--- config.mk ---
export PLATFORM = sky130hd
export DESIGN_NAME = roulette_wheel_selector
export DESIGN_NICKNAME = d
export VERILOG_FILES = /design/src/hw/rtl/rws_pkg.sv /design/src/hw/rtl/rws_fit_mem.sv /design/src/hw/rtl/rws_divider.sv /design/src/hw/rtl/roulette_wheel_selector.sv
export SDC_FILE = /design/constraint.sdc
export NUM_CORES = 1
export LEC_CHECK = 0
export ABC_AREA = 1
export CAP_MARGIN = 20
export CORE_MARGIN = 2
export CORE_UTILIZATION = 50
export DETAILED_ROUTE_END_ITERATION = 8
export DONT_BUFFER_PORTS = 1
export SKIP_CTS_REPAIR_TIMING = 1
export SLEW_MARGIN = 25
export SYNTH_ARGS = -nofsm -noshare
export SYNTH_HDL_FRONTEND = slang
export SYNTH_HIERARCHICAL = 1
export SYNTH_SLANG_ARGS = --single-unit
--- constraint.sdc ---
create_clock -name clock -period 9.1 [get_ports clock]
set_input_delay 0.91 -clock clock [delete_from_list [all_inputs] [get_ports clock]]
set_output_delay 0.91 -clock clock [all_outputs]
set_load 0.02 [all_outputs]
--- src/hw/rtl/rws_pkg.sv ---
// Package for the roulette wheel selector: field widths, action codes,
// controller states and the reset value of the target register.
// No dependencies.
`timescale 1ns / 1ps
`default_nettype none

package rws_pkg;

   localparam int SLOT_W   = 4;
   localparam int CHROM_W  = 10;
   localparam int RANDOM_W = 16;
   localparam int FIT_OUT_W = 4;

   localparam logic [CHROM_W-1:0] TARGET_RESET = 10'd28;

   localparam logic ACTION_LOAD   = 1'b0;
   localparam logic ACTION_SELECT = 1'b1;

   typedef enum logic [2:0] {
      ST_IDLE,
      ST_LOAD_UPD,
      ST_DIVIDE,
      ST_WALK,
      ST_DELIVER
   } state_type;

endpackage

`default_nettype wire

--- src/hw/rtl/rws_fit_mem.sv ---
// Fitness store: synchronous memory with a registered read port and a
// valid bit per entry so that entries never written read as zero.
// No package dependencies.
`timescale 1ns / 1ps
`default_nettype none

module rws_fit_mem #(
   parameter int DEPTH = 16,
   parameter int WIDTH = 4
) (
   input  wire logic                     clock,
   input  wire logic                     reset,
   input  wire logic                     rd_en,
   input  wire logic [$clog2(DEPTH)-1:0] rd_addr,
   output logic      [WIDTH-1:0]         rd_data,
   input  wire logic                     wr_en,
   input  wire logic [$clog2(DEPTH)-1:0] wr_addr,
   input  wire logic [WIDTH-1:0]         wr_data
);

   logic [WIDTH-1:0] mem [DEPTH];
   logic [DEPTH-1:0] vld_ff;
   logic [WIDTH-1:0] rd_data_ff;
   logic             rd_vld_ff;

   always_ff @(posedge clock) begin
      if (wr_en) begin
         mem[wr_addr] <= wr_data;
      end
      if (rd_en) begin
         rd_data_ff <= mem[rd_addr];
      end
   end

   always_ff @(posedge clock) begin
      if (reset) begin
         vld_ff    <= '0;
         rd_vld_ff <= 1'b0;
      end else begin
         if (wr_en) begin
            vld_ff[wr_addr] <= 1'b1;
         end
         if (rd_en) begin
            rd_vld_ff <= vld_ff[rd_addr];
         end
      end
   end

   assign rd_data = rd_vld_ff ? rd_data_ff : '0;

endmodule

`default_nettype wire

--- src/hw/rtl/rws_divider.sv ---
// Restoring remainder unit: one dividend bit per cycle.
// No package dependencies.
`timescale 1ns / 1ps
`default_nettype none

module rws_divider #(
   parameter int DIVIDEND_W = 16,
   parameter int DIVISOR_W  = 9
) (
   input  wire logic                  clock,
   input  wire logic                  reset,
   input  wire logic                  start,
   input  wire logic [DIVIDEND_W-1:0] dividend,
   input  wire logic [DIVISOR_W-1:0]  divisor,
   output logic                       done,
   output logic      [DIVISOR_W-1:0]  remainder
);

   localparam int CNT_W = $clog2(DIVIDEND_W + 1);

   logic                  busy_ff, busy_in;
   logic                  done_ff, done_in;
   logic [CNT_W-1:0]      cnt_ff, cnt_in;
   logic [DIVIDEND_W-1:0] dvd_ff, dvd_in;
   logic [DIVISOR_W-1:0]  dvs_ff, dvs_in;
   logic [DIVISOR_W-1:0]  rem_ff, rem_in;
   logic [DIVISOR_W:0]    trial;

   always_comb begin
      busy_in = busy_ff;
      done_in = 1'b0;
      cnt_in  = cnt_ff;
      dvd_in  = dvd_ff;
      dvs_in  = dvs_ff;
      rem_in  = rem_ff;
      trial   = {rem_ff, dvd_ff[DIVIDEND_W-1]};
      if (start) begin
         busy_in = 1'b1;
         cnt_in  = CNT_W'(DIVIDEND_W);
         dvd_in  = dividend;
         dvs_in  = divisor;
         rem_in  = '0;
      end else if (busy_ff) begin
         // The partial remainder stays below the divisor, so the trial value
         // is below twice the divisor and one subtraction restores it.
         if (trial >= {1'b0, dvs_ff}) begin
            rem_in = DIVISOR_W'(trial - {1'b0, dvs_ff});
         end else begin
            rem_in = DIVISOR_W'(trial);
         end
         dvd_in = dvd_ff << 1;
         cnt_in = cnt_ff - 1'b1;
         if (cnt_ff == CNT_W'(1)) begin
            busy_in = 1'b0;
            done_in = 1'b1;
         end
      end
   end

   always_ff @(posedge clock) begin
      if (reset) begin
         busy_ff <= 1'b0;
         done_ff <= 1'b0;
         cnt_ff  <= '0;
      end else begin
         busy_ff <= busy_in;
         done_ff <= done_in;
         cnt_ff  <= cnt_in;
      end
   end

   always_ff @(posedge clock) begin
      dvd_ff <= dvd_in;
      dvs_ff <= dvs_in;
      rem_ff <= rem_in;
   end

   assign done      = done_ff;
   assign remainder = rem_ff;

endmodule

`default_nettype wire

--- src/hw/rtl/roulette_wheel_selector.sv ---
// Roulette wheel selector, top level: controller, fitness count and the
// running total. Depends on rws_pkg, rws_fit_mem and rws_divider.
//
// Use: one word is taken on the req_ channel when req_valid is high and
// req_stall is low. A load word stores the fitness of req_chromosome (the
// number of gene bits equal to the target pattern) in slot req_slot and
// returns it with the slot echoed. A select word draws a slot with
// probability proportional to its fitness, using req_random_word.
// Each word gives exactly one result word on the rsp_ channel.
// Timing: one word is in flight at a time. A load passes through an update
// state to delivery, and a select with a zero total goes straight to delivery.
// Any other select first runs the bit-serial remainder unit over every bit
// of req_random_word, then walks the fitness memory from slot 0, one entry
// read per cycle, so its result comes later the higher the chosen slot.
// The result sits in an output register, so the next word is accepted while
// the previous result is still held under rsp_stall; a held result keeps
// the walk of the next word waiting only at its very end.
// Reset (synchronous) empties every slot, zeroes the total and sets the
// target pattern to its default. csr_wr_en writes the target pattern and is
// to be used only while no word is in flight.
`timescale 1ns / 1ps
`default_nettype none

module roulette_wheel_selector
   import rws_pkg::*;
#(
   parameter int POOL_SIZE  = 16,
   parameter int GENE_COUNT = 10
) (
   input  wire logic                 clock,
   input  wire logic                 reset,
   input  wire logic                 req_valid,
   output logic                      req_stall,
   input  wire logic                 req_action,
   input  wire logic [SLOT_W-1:0]    req_slot,
   input  wire logic [CHROM_W-1:0]   req_chromosome,
   input  wire logic [RANDOM_W-1:0]  req_random_word,
   output logic                      rsp_valid,
   input  wire logic                 rsp_stall,
   output logic      [FIT_OUT_W-1:0] rsp_fitness,
   output logic      [SLOT_W-1:0]    rsp_chosen_slot,
   output logic                      rsp_zero_total,
   input  wire logic                 csr_wr_en,
   input  wire logic [CHROM_W-1:0]   csr_wr_data
);

   localparam int IDX_W     = $clog2(POOL_SIZE);
   localparam int CNT_W     = $clog2(POOL_SIZE + 1);
   localparam int FIT_W     = $clog2(GENE_COUNT + 1);
   localparam int TOTAL_MAX = POOL_SIZE * GENE_COUNT;
   localparam int TOTAL_W   = $clog2(TOTAL_MAX + 1);
   localparam int DIV_W     = TOTAL_W + 1;
   localparam logic [CHROM_W-1:0] GENE_MASK = (GENE_COUNT >= CHROM_W) ?
      {CHROM_W{1'b1}} : CHROM_W'((1 << GENE_COUNT) - 1);

   state_type state_ff, state_in;

   logic [CHROM_W-1:0]   target_ff;
   logic [TOTAL_W-1:0]   total_ff, total_in;
   logic [SLOT_W-1:0]    slot_ff;
   logic                 in_pool_ff;
   logic [FIT_W-1:0]     fit_ff;
   logic [TOTAL_W-1:0]   thresh_ff;
   logic [TOTAL_W-1:0]   prefix_ff;
   logic [CNT_W-1:0]     issue_ff;
   logic                 chk_vld_ff;
   logic [IDX_W-1:0]     chk_idx_ff;
   logic [FIT_W-1:0]     res_fit_ff;
   logic [SLOT_W-1:0]    res_slot_ff;
   logic                 res_zero_ff;
   logic                 rsp_valid_ff;
   logic [FIT_OUT_W-1:0] rsp_fit_ff;
   logic [SLOT_W-1:0]    rsp_slot_ff;
   logic                 rsp_zero_ff;

   logic                 accept;
   logic                 out_free;
   logic [CHROM_W-1:0]   diff;
   logic [FIT_W-1:0]     ones;
   logic [FIT_W-1:0]     fit_calc;
   logic                 mem_rd_en;
   logic [IDX_W-1:0]     mem_rd_addr;
   logic [FIT_W-1:0]     mem_rd_data;
   logic                 mem_wr_en;
   logic                 div_start;
   logic                 div_done;
   logic [DIV_W-1:0]     div_rem;
   logic [TOTAL_W-1:0]   prefix_sum;
   logic                 walk_hit;

   assign accept   = req_valid && !req_stall;
   assign out_free = !rsp_valid_ff || !rsp_stall;

   // Fitness is the gene count less the number of mismatching gene bits.
   always_comb begin
      diff = (req_chromosome ^ target_ff) & GENE_MASK;
      ones = '0;
      for (int i = 0; i < CHROM_W; i++) begin
         ones = ones + FIT_W'(diff[i]);
      end
      fit_calc = FIT_W'(GENE_COUNT) - ones;
   end

   rws_fit_mem #(
      .DEPTH (POOL_SIZE),
      .WIDTH (FIT_W)
   ) u_fit_mem (
      .clock   (clock),
      .reset   (reset),
      .rd_en   (mem_rd_en),
      .rd_addr (mem_rd_addr),
      .rd_data (mem_rd_data),
      .wr_en   (mem_wr_en),
      .wr_addr (IDX_W'(slot_ff)),
      .wr_data (fit_ff)
   );

   rws_divider #(
      .DIVIDEND_W (RANDOM_W),
      .DIVISOR_W  (DIV_W)
   ) u_divider (
      .clock     (clock),
      .reset     (reset),
      .start     (div_start),
      .dividend  (req_random_word),
      .divisor   ({1'b0, total_ff} + DIV_W'(1)),
      .done      (div_done),
      .remainder (div_rem)
   );

   assign prefix_sum = prefix_ff + TOTAL_W'(mem_rd_data);
   // The last slot ends the walk even when the prefix never passes the
   // threshold.
   assign walk_hit   = chk_vld_ff &&
                       ((prefix_sum > thresh_ff) || (chk_idx_ff == IDX_W'(POOL_SIZE - 1)));

   // Next state.
   always_comb begin
      state_in = state_ff;
      unique case (state_ff)
         ST_IDLE: begin
            if (accept) begin
               if (req_action == ACTION_LOAD) begin
                  state_in = ST_LOAD_UPD;
               end else if (total_ff == '0) begin
                  state_in = ST_DELIVER;
               end else begin
                  state_in = ST_DIVIDE;
               end
            end
         end
         ST_LOAD_UPD: state_in = ST_DELIVER;
         ST_DIVIDE: begin
            if (div_done) begin
               state_in = ST_WALK;
            end
         end
         ST_WALK: begin
            if (walk_hit) begin
               state_in = ST_DELIVER;
            end
         end
         ST_DELIVER: begin
            if (out_free) begin
               state_in = ST_IDLE;
            end
         end
         default: state_in = ST_IDLE;
      endcase
   end

   // Controller outputs.
   always_comb begin
      req_stall   = 1'b1;
      mem_rd_en   = 1'b0;
      mem_rd_addr = issue_ff[IDX_W-1:0];
      mem_wr_en   = 1'b0;
      div_start   = 1'b0;
      unique case (state_ff)
         ST_IDLE: begin
            req_stall   = 1'b0;
            mem_rd_en   = req_valid && (req_action == ACTION_LOAD);
            mem_rd_addr = IDX_W'(req_slot);
            div_start   = req_valid && (req_action == ACTION_SELECT) && (total_ff != '0);
         end
         ST_LOAD_UPD: mem_wr_en = in_pool_ff;
         ST_DIVIDE:   ;
         ST_WALK:     mem_rd_en = (issue_ff < CNT_W'(POOL_SIZE));
         ST_DELIVER:  ;
         default:     ;
      endcase
   end

   always_comb begin
      total_in = total_ff;
      if ((state_ff == ST_LOAD_UPD) && in_pool_ff) begin
         total_in = total_ff - TOTAL_W'(mem_rd_data) + TOTAL_W'(fit_ff);
      end
   end

   always_ff @(posedge clock) begin
      if (reset) begin
         state_ff     <= ST_IDLE;
         target_ff    <= TARGET_RESET;
         total_ff     <= '0;
         rsp_valid_ff <= 1'b0;
         chk_vld_ff   <= 1'b0;
      end else begin
         state_ff <= state_in;
         total_ff <= total_in;
         if (csr_wr_en) begin
            target_ff <= csr_wr_data;
         end
         if (state_ff == ST_DELIVER && out_free) begin
            rsp_valid_ff <= 1'b1;
         end else if (!rsp_stall) begin
            rsp_valid_ff <= 1'b0;
         end
         chk_vld_ff <= (state_ff == ST_WALK) && mem_rd_en;
      end
   end

   always_ff @(posedge clock) begin
      if (accept) begin
         slot_ff    <= req_slot;
         in_pool_ff <= (int'(req_slot) < POOL_SIZE);
         fit_ff     <= fit_calc;
         if (req_action == ACTION_SELECT) begin
            res_fit_ff  <= '0;
            res_slot_ff <= '0;
            res_zero_ff <= (total_ff == '0);
         end
      end
      if (state_ff == ST_LOAD_UPD) begin
         res_fit_ff  <= fit_ff;
         res_slot_ff <= slot_ff;
         res_zero_ff <= 1'b0;
      end
      if (state_ff == ST_DIVIDE && div_done) begin
         // The first remainder never exceeds the total, so the second
         // reduction only folds the total itself back to zero.
         thresh_ff <= (div_rem == {1'b0, total_ff}) ? '0 : TOTAL_W'(div_rem);
         prefix_ff <= '0;
         issue_ff  <= '0;
      end
      if (state_ff == ST_WALK) begin
         if (mem_rd_en) begin
            issue_ff <= issue_ff + 1'b1;
         end
         chk_idx_ff <= mem_rd_addr;
         if (chk_vld_ff) begin
            prefix_ff <= prefix_sum;
         end
         if (walk_hit) begin
            res_fit_ff  <= mem_rd_data;
            res_slot_ff <= SLOT_W'(chk_idx_ff);
         end
      end
      if (state_ff == ST_DELIVER && out_free) begin
         rsp_fit_ff  <= FIT_OUT_W'(res_fit_ff);
         rsp_slot_ff <= res_slot_ff;
         rsp_zero_ff <= res_zero_ff;
      end
   end

   assign rsp_valid       = rsp_valid_ff;
   assign rsp_fitness     = rsp_fit_ff;
   assign rsp_chosen_slot = rsp_slot_ff;
   assign rsp_zero_total  = rsp_zero_ff;

   // A zero-total select must return slot 0 with zero fitness.
   a_zero_result: assert property (@(posedge clock) disable iff (reset)
      (rsp_valid && rsp_zero_total) |-> (rsp_fitness == '0 && rsp_chosen_slot == '0))
      else $error("zero total word carries a non-zero slot or fitness");

   // The running total can never exceed every slot at full fitness.
   a_total_bound: assert property (@(posedge clock) disable iff (reset)
      total_ff <= TOTAL_W'(TOTAL_MAX))
      else $error("running fitness total out of range");

   // The remainder unit only finishes while the controller waits for it.
   a_div_done: assert property (@(posedge clock) disable iff (reset)
      div_done |-> (state_ff == ST_DIVIDE))
      else $error("remainder unit finished outside the divide state");

   // A walk always ends within one pass over the pool.
   a_walk_bound: assert property (@(posedge clock) disable iff (reset)
      (state_ff == ST_WALK && chk_vld_ff && chk_idx_ff == IDX_W'(POOL_SIZE - 1))
      |=> (state_ff == ST_DELIVER))
      else $error("selection walk ran past the last slot");

endmodule

`default_nettype wire
==> flow_results.org <==
** Timing
- Setup repair after global routing missed its margin :: false
- Share of the cycle needed by the critical path after routing :: 36.8%
- Slew at the pin closest to its max-slew limit :: about 0.94 ns
- Number of hold-slack violations in the final timing report :: 0
- Tmin final :: 3.35 ns
- Pins over their slew limit :: 0
- Across the routed clock network, the largest skew measured is around 0.015 ns.
- In this run the tightest slew margin relative to its limit is a little under two fifths.
- Setup violations remaining at the end of the flow were counted as 0.
- Setup TNS Final :: 0 ns
- Maximum clock frequency :: about 300 MHz

** Outcome
- Outcome :: finished, final reports clean

** Clock tree
- Clock slew seen by the registers of the worst setup and hold paths :: approximately 0.08 ns
- CTS built an H-tree with a depth of 4.
- The tree is rooted in a sky130_fd_sc_hd__clkbuf_16.
- Maximum clock path buffer count :: 2
- Counting every sink on the clock net gives 200.
- The clock reaches the later pin of the worst-skew pair after 0.43 ns.
- TritonCTS built the clock tree.
- Clock tree synthesis inserted a total of 17 buffers.

** Logic synthesis
- Sequential cell area fraction in the yosys report :: roughly 53%
- Cell count after synthesis :: between 1000 and 1500
- Counting flops with a built-in enable in the synthesized netlist gives 122.
- Most instantiated library cell after synthesis :: sky130_fd_sc_hd__nand2_1
- Synth async-reset ratio :: 0%
- Post-synth top cells :: sky130_fd_sc_hd__nand2_1, sky130_fd_sc_hd__inv_1, sky130_fd_sc_hd__nor2_1
- Dominant cells by area after synthesis :: sky130_fd_sc_hd__edfxtp_1, sky130_fd_sc_hd__dfxtp_1, sky130_fd_sc_hd__nand2_1, sky130_fd_sc_hd__ha_1, sky130_fd_sc_hd__inv_1
- The average instance in the mapped netlist occupies slightly above 9 um^2.
- The synthesized design devotes to its leading area cell type a little under two fifths of total area.
- Seq cells post-synth :: 200
- Counting every net in the synthesized netlist gives approximately 1200.
- Distinct cell type count of the synthesized netlist :: 43
- Summing every instance area after synthesis gives 9900 um^2.
- For this run, the leading register cell type out of synthesis is sky130_fd_sc_hd__edfxtp_1.
- Area leader, netlist :: sky130_fd_sc_hd__edfxtp_1
- The Yosys step of the flow raised 6 warnings.

** GRT
- Global routing consumed, over all layers together, roughly 21% of the routing resources.
- The number of antenna violations at the first check in global routing came to 0.
- Pin count of the biggest net entering global routing :: 43
- The via count of the first global-routing pass came to about 6700.
- The first global-routing pass estimated around 33000 um of wire.
- Total grt overflow :: 0

** Place
- Once detailed placement completed, the half-perimeter wirelength came to approximately 14000 um.
- Number of input and output port buffers inserted :: 0
- Routability-driven placement finished with a final weighted congestion of approximately 0.83.

** Hold path
- In this run the worst hold path is classified as reg2reg.
- Along the worst hold path, the cell count comes to 0.
- The worst hold path terminates at rsp_chosen_slot[1].
- Worst Hold Launch :: res_slot_ff[1]

** Power
- For this design the static power due to leakage is between 4 and 5 nW.
- Total power :: 3.69 mW
- Sequential share of power :: 38.8%
- The share of total power dissipated in combinational logic is approximately two fifths.
- Power Density :: between 300 and 400 nW/um^2
- Worst vdd rail ir drop :: 0.161 mV
- Psw :: 1.52 mW
- Internal power consumption :: between 2 and 2.5 mW
- The share of total power dissipated in the clock network is 20.1%.
- Net switching is 41.2% of the power.

** Cells and area
- At the end of the flow, the number of nets in the layout was ~1200.
- Relative to the synthesized area, the layout overhead comes to 7.69%.
- Ratio of cells with drive above 1 in the final layout :: 5.56%
- Number of diodes :: 0
- Counting the fill cells in the layout gives about 1800.

** Worst setup path
- Critical R2R Launch :: target_ff[1]
- The worst setup path is launched from an input pin.
- Type of element capturing the critical path :: register
- Cell at the slowest stage of the critical path :: sky130_fd_sc_hd__fa_1
- Top cell family by delay on the critical path :: adder cells
- STA puts the critical path data required time at around 9.3 ns.
- For the worst setup path, the data arrival time is around 3.5 ns.
- Along the worst path, the maximum fanout reaches 1.
- By startpoint and endpoint, the worst setup path is classified as in2reg.
- Reg2reg path depth :: 10
- The signal on the critical path passes through xor2_1, fa_1, ha_1, inv_1, fa_1, inv_1, ha_1, fa_1, fa_1, xnor2_1.
- Endpoint of the worst-slack reg-to-reg timing path :: fit_ff[3]
- Cell repeated most along the worst path :: sky130_fd_sc_hd__fa_1
- Setup slack on the worst reg-to-reg path comes out at ~6 ns.
- Critical Path Max Stage Delay :: 0.55 ns
- The number of buffers and inverters on the critical path is 2.

** Routing
- DRC violation count after routing :: 0
- Number of optimization iterations in the first detailed-route pass :: 5
- Routed WL per cell :: approximately 15 um
- Wires add up to 20400 um.
- Detail Route Antenna Nets :: 0
- Vias per cell :: just over 5
- DRT iter0 DRCs :: around 450
- The detailed router placed 6944 vias in this run.

** Run
- Max-cap viol count :: 0

** Floorplan
- The initial utilization of the core area, before any placement, comes to 50.9%.
- The initialized floorplan defines about 50 standard-cell rows.
- Total die area :: ~21000 um^2
- Standard cell core area :: slightly below 20000 um^2
- Height of the chip :: roughly 140 um
- between 50 and 60 I/O pins were placed.
- Width of the die :: around 140 um
## kinds of logic after synthesis
kind of cell / after synthesis / share of synthesized area (%)
buffers and inverters: 190 / 7.86
muxes: 1 / 0.114
AOI/OAI and AO/OA: 143 / 8.24
and+or+nand+nor: 469 / 20.0
adders and majority gates: 57 / 8.12
xor gates and xnor gates: 32 / 2.83
DFF: 200 / 52.8
## flip-flops by register name (all words and copies together) (netlist names), 3 cells and up
| name | cells |
|---|---|
| res_slot_ff | 4 |
| u_divider/dvd_ff | 16 |
| slot_ff | 4 |
| issue_ff | 5 |
| u_divider/dvs_ff | 9 |
| u_divider/cnt_ff | 5 |
| state_ff | 3 |
| rsp_fitness | 4 |
| res_fit_ff | 4 |
| u_fit_mem/mem | 64 |
| target_ff | 10 |
| chk_idx_ff | 4 |
| total_ff | 8 |
| thresh_ff | 8 |
| u_fit_mem/rd_data_ff | 4 |
| u_fit_mem/vld_ff | 16 |
| fit_ff | 4 |
| prefix_ff | 8 |
| rsp_chosen_slot | 4 |
| u_divider/remainder | 9 |
## worst max-delay path by stage
| stage | from | end | slack [ns] | cells past startpoint |
|---|---|---|---|---|
| 6_report | req_chromosome[1] | fit_ff[3] | 5.75 | 10 |
| 4_1_cts | req_chromosome[1] | fit_ff[3] | 5.74 | 10 |
| 3_5_place_dp | req_chromosome[1] | fit_ff[3] | 5.28 | 10 |
| 3_3_place_gp | req_chromosome[1] | fit_ff[3] | 5.35 | 10 |
| 5_1_grt | req_chromosome[5] | fit_ff[3] | 5.61 | 11 |
| 2_1_floorplan | req_chromosome[1] | fit_ff[3] | 5.40 | 10 |
## cell usage in the layout (no fill, tap or decap), types with 12 or more instances in the layout
cell type                   count
sky130_fd_sc_hd__nor2_1       148
sky130_fd_sc_hd__o21ai_0       59
sky130_fd_sc_hd__xor2_1        17
sky130_fd_sc_hd__o21ai_1       16
sky130_fd_sc_hd__o211ai_1      18
sky130_fd_sc_hd__fa_1          12
sky130_fd_sc_hd__dfxtp_1       78
sky130_fd_sc_hd__a21oi_1       30
sky130_fd_sc_hd__nand3_1       78
sky130_fd_sc_hd__nand2_1      210
sky130_fd_sc_hd__xnor2_1       15
sky130_fd_sc_hd__edfxtp_1     122
sky130_fd_sc_hd__inv_1        149
sky130_fd_sc_hd__clkbuf_16     18
sky130_fd_sc_hd__ha_1          45
## per-stage QoR
step                instance area [um^2]  utilization (%)  hold slack, ns  cells  worst slack (ns)
floorplan                           9900                -           0.408   1092              5.40
global placement                   10100             51.8           0.428   1330              5.35
detailed placement                 10100             51.8           0.424   1330              5.28
CTS                                10700             54.8           0.442   1362              5.74
global route                       10700             54.8           0.451   1362              5.61
finish                             10700             54.8           0.440   1362              5.75
## power by group through the flow
stage	Sequential [mW]	Clock [mW]	Combinational, mW
3_3_place_gp	1.45	0	1.50
4_1_cts	1.43	0.758	1.53
3_5_place_dp	1.45	0	1.52
6_report	1.43	0.740	1.52
5_1_grt	1.46	0.790	1.76
2_1_floorplan	1.38	0	1.23
## cell type report
class / count / area, um^2 / share of cell area [%]
Sequential cell: 200 / 5230 / 49.0
Multi-Input combinational cell: 702 / 3900 / 36.6
Inverter: 160 / 601 / 5.64
Clock buffer: 21 / 482 / 4.52
Tap cell: 265 / 332 / 3.11
Clock inverter: 11 / 100 / 0.939
Timing Repair Buffer: 3 / 22.5 / 0.211
## routing by layer
layer  part of all wire (%)  vias to the layer above  wire, um  global-route usage (%)
li1                       -                     3552         -                       -
met1                     47                     3250      9650                    28.0
met2                     48                      129      9770                    34.9
met3                    4.0                       13       826                    3.52
met4                   0.82                        0       167                    5.11
met5                      0                        -         0                       0
(Power assumes the default switching activity.)
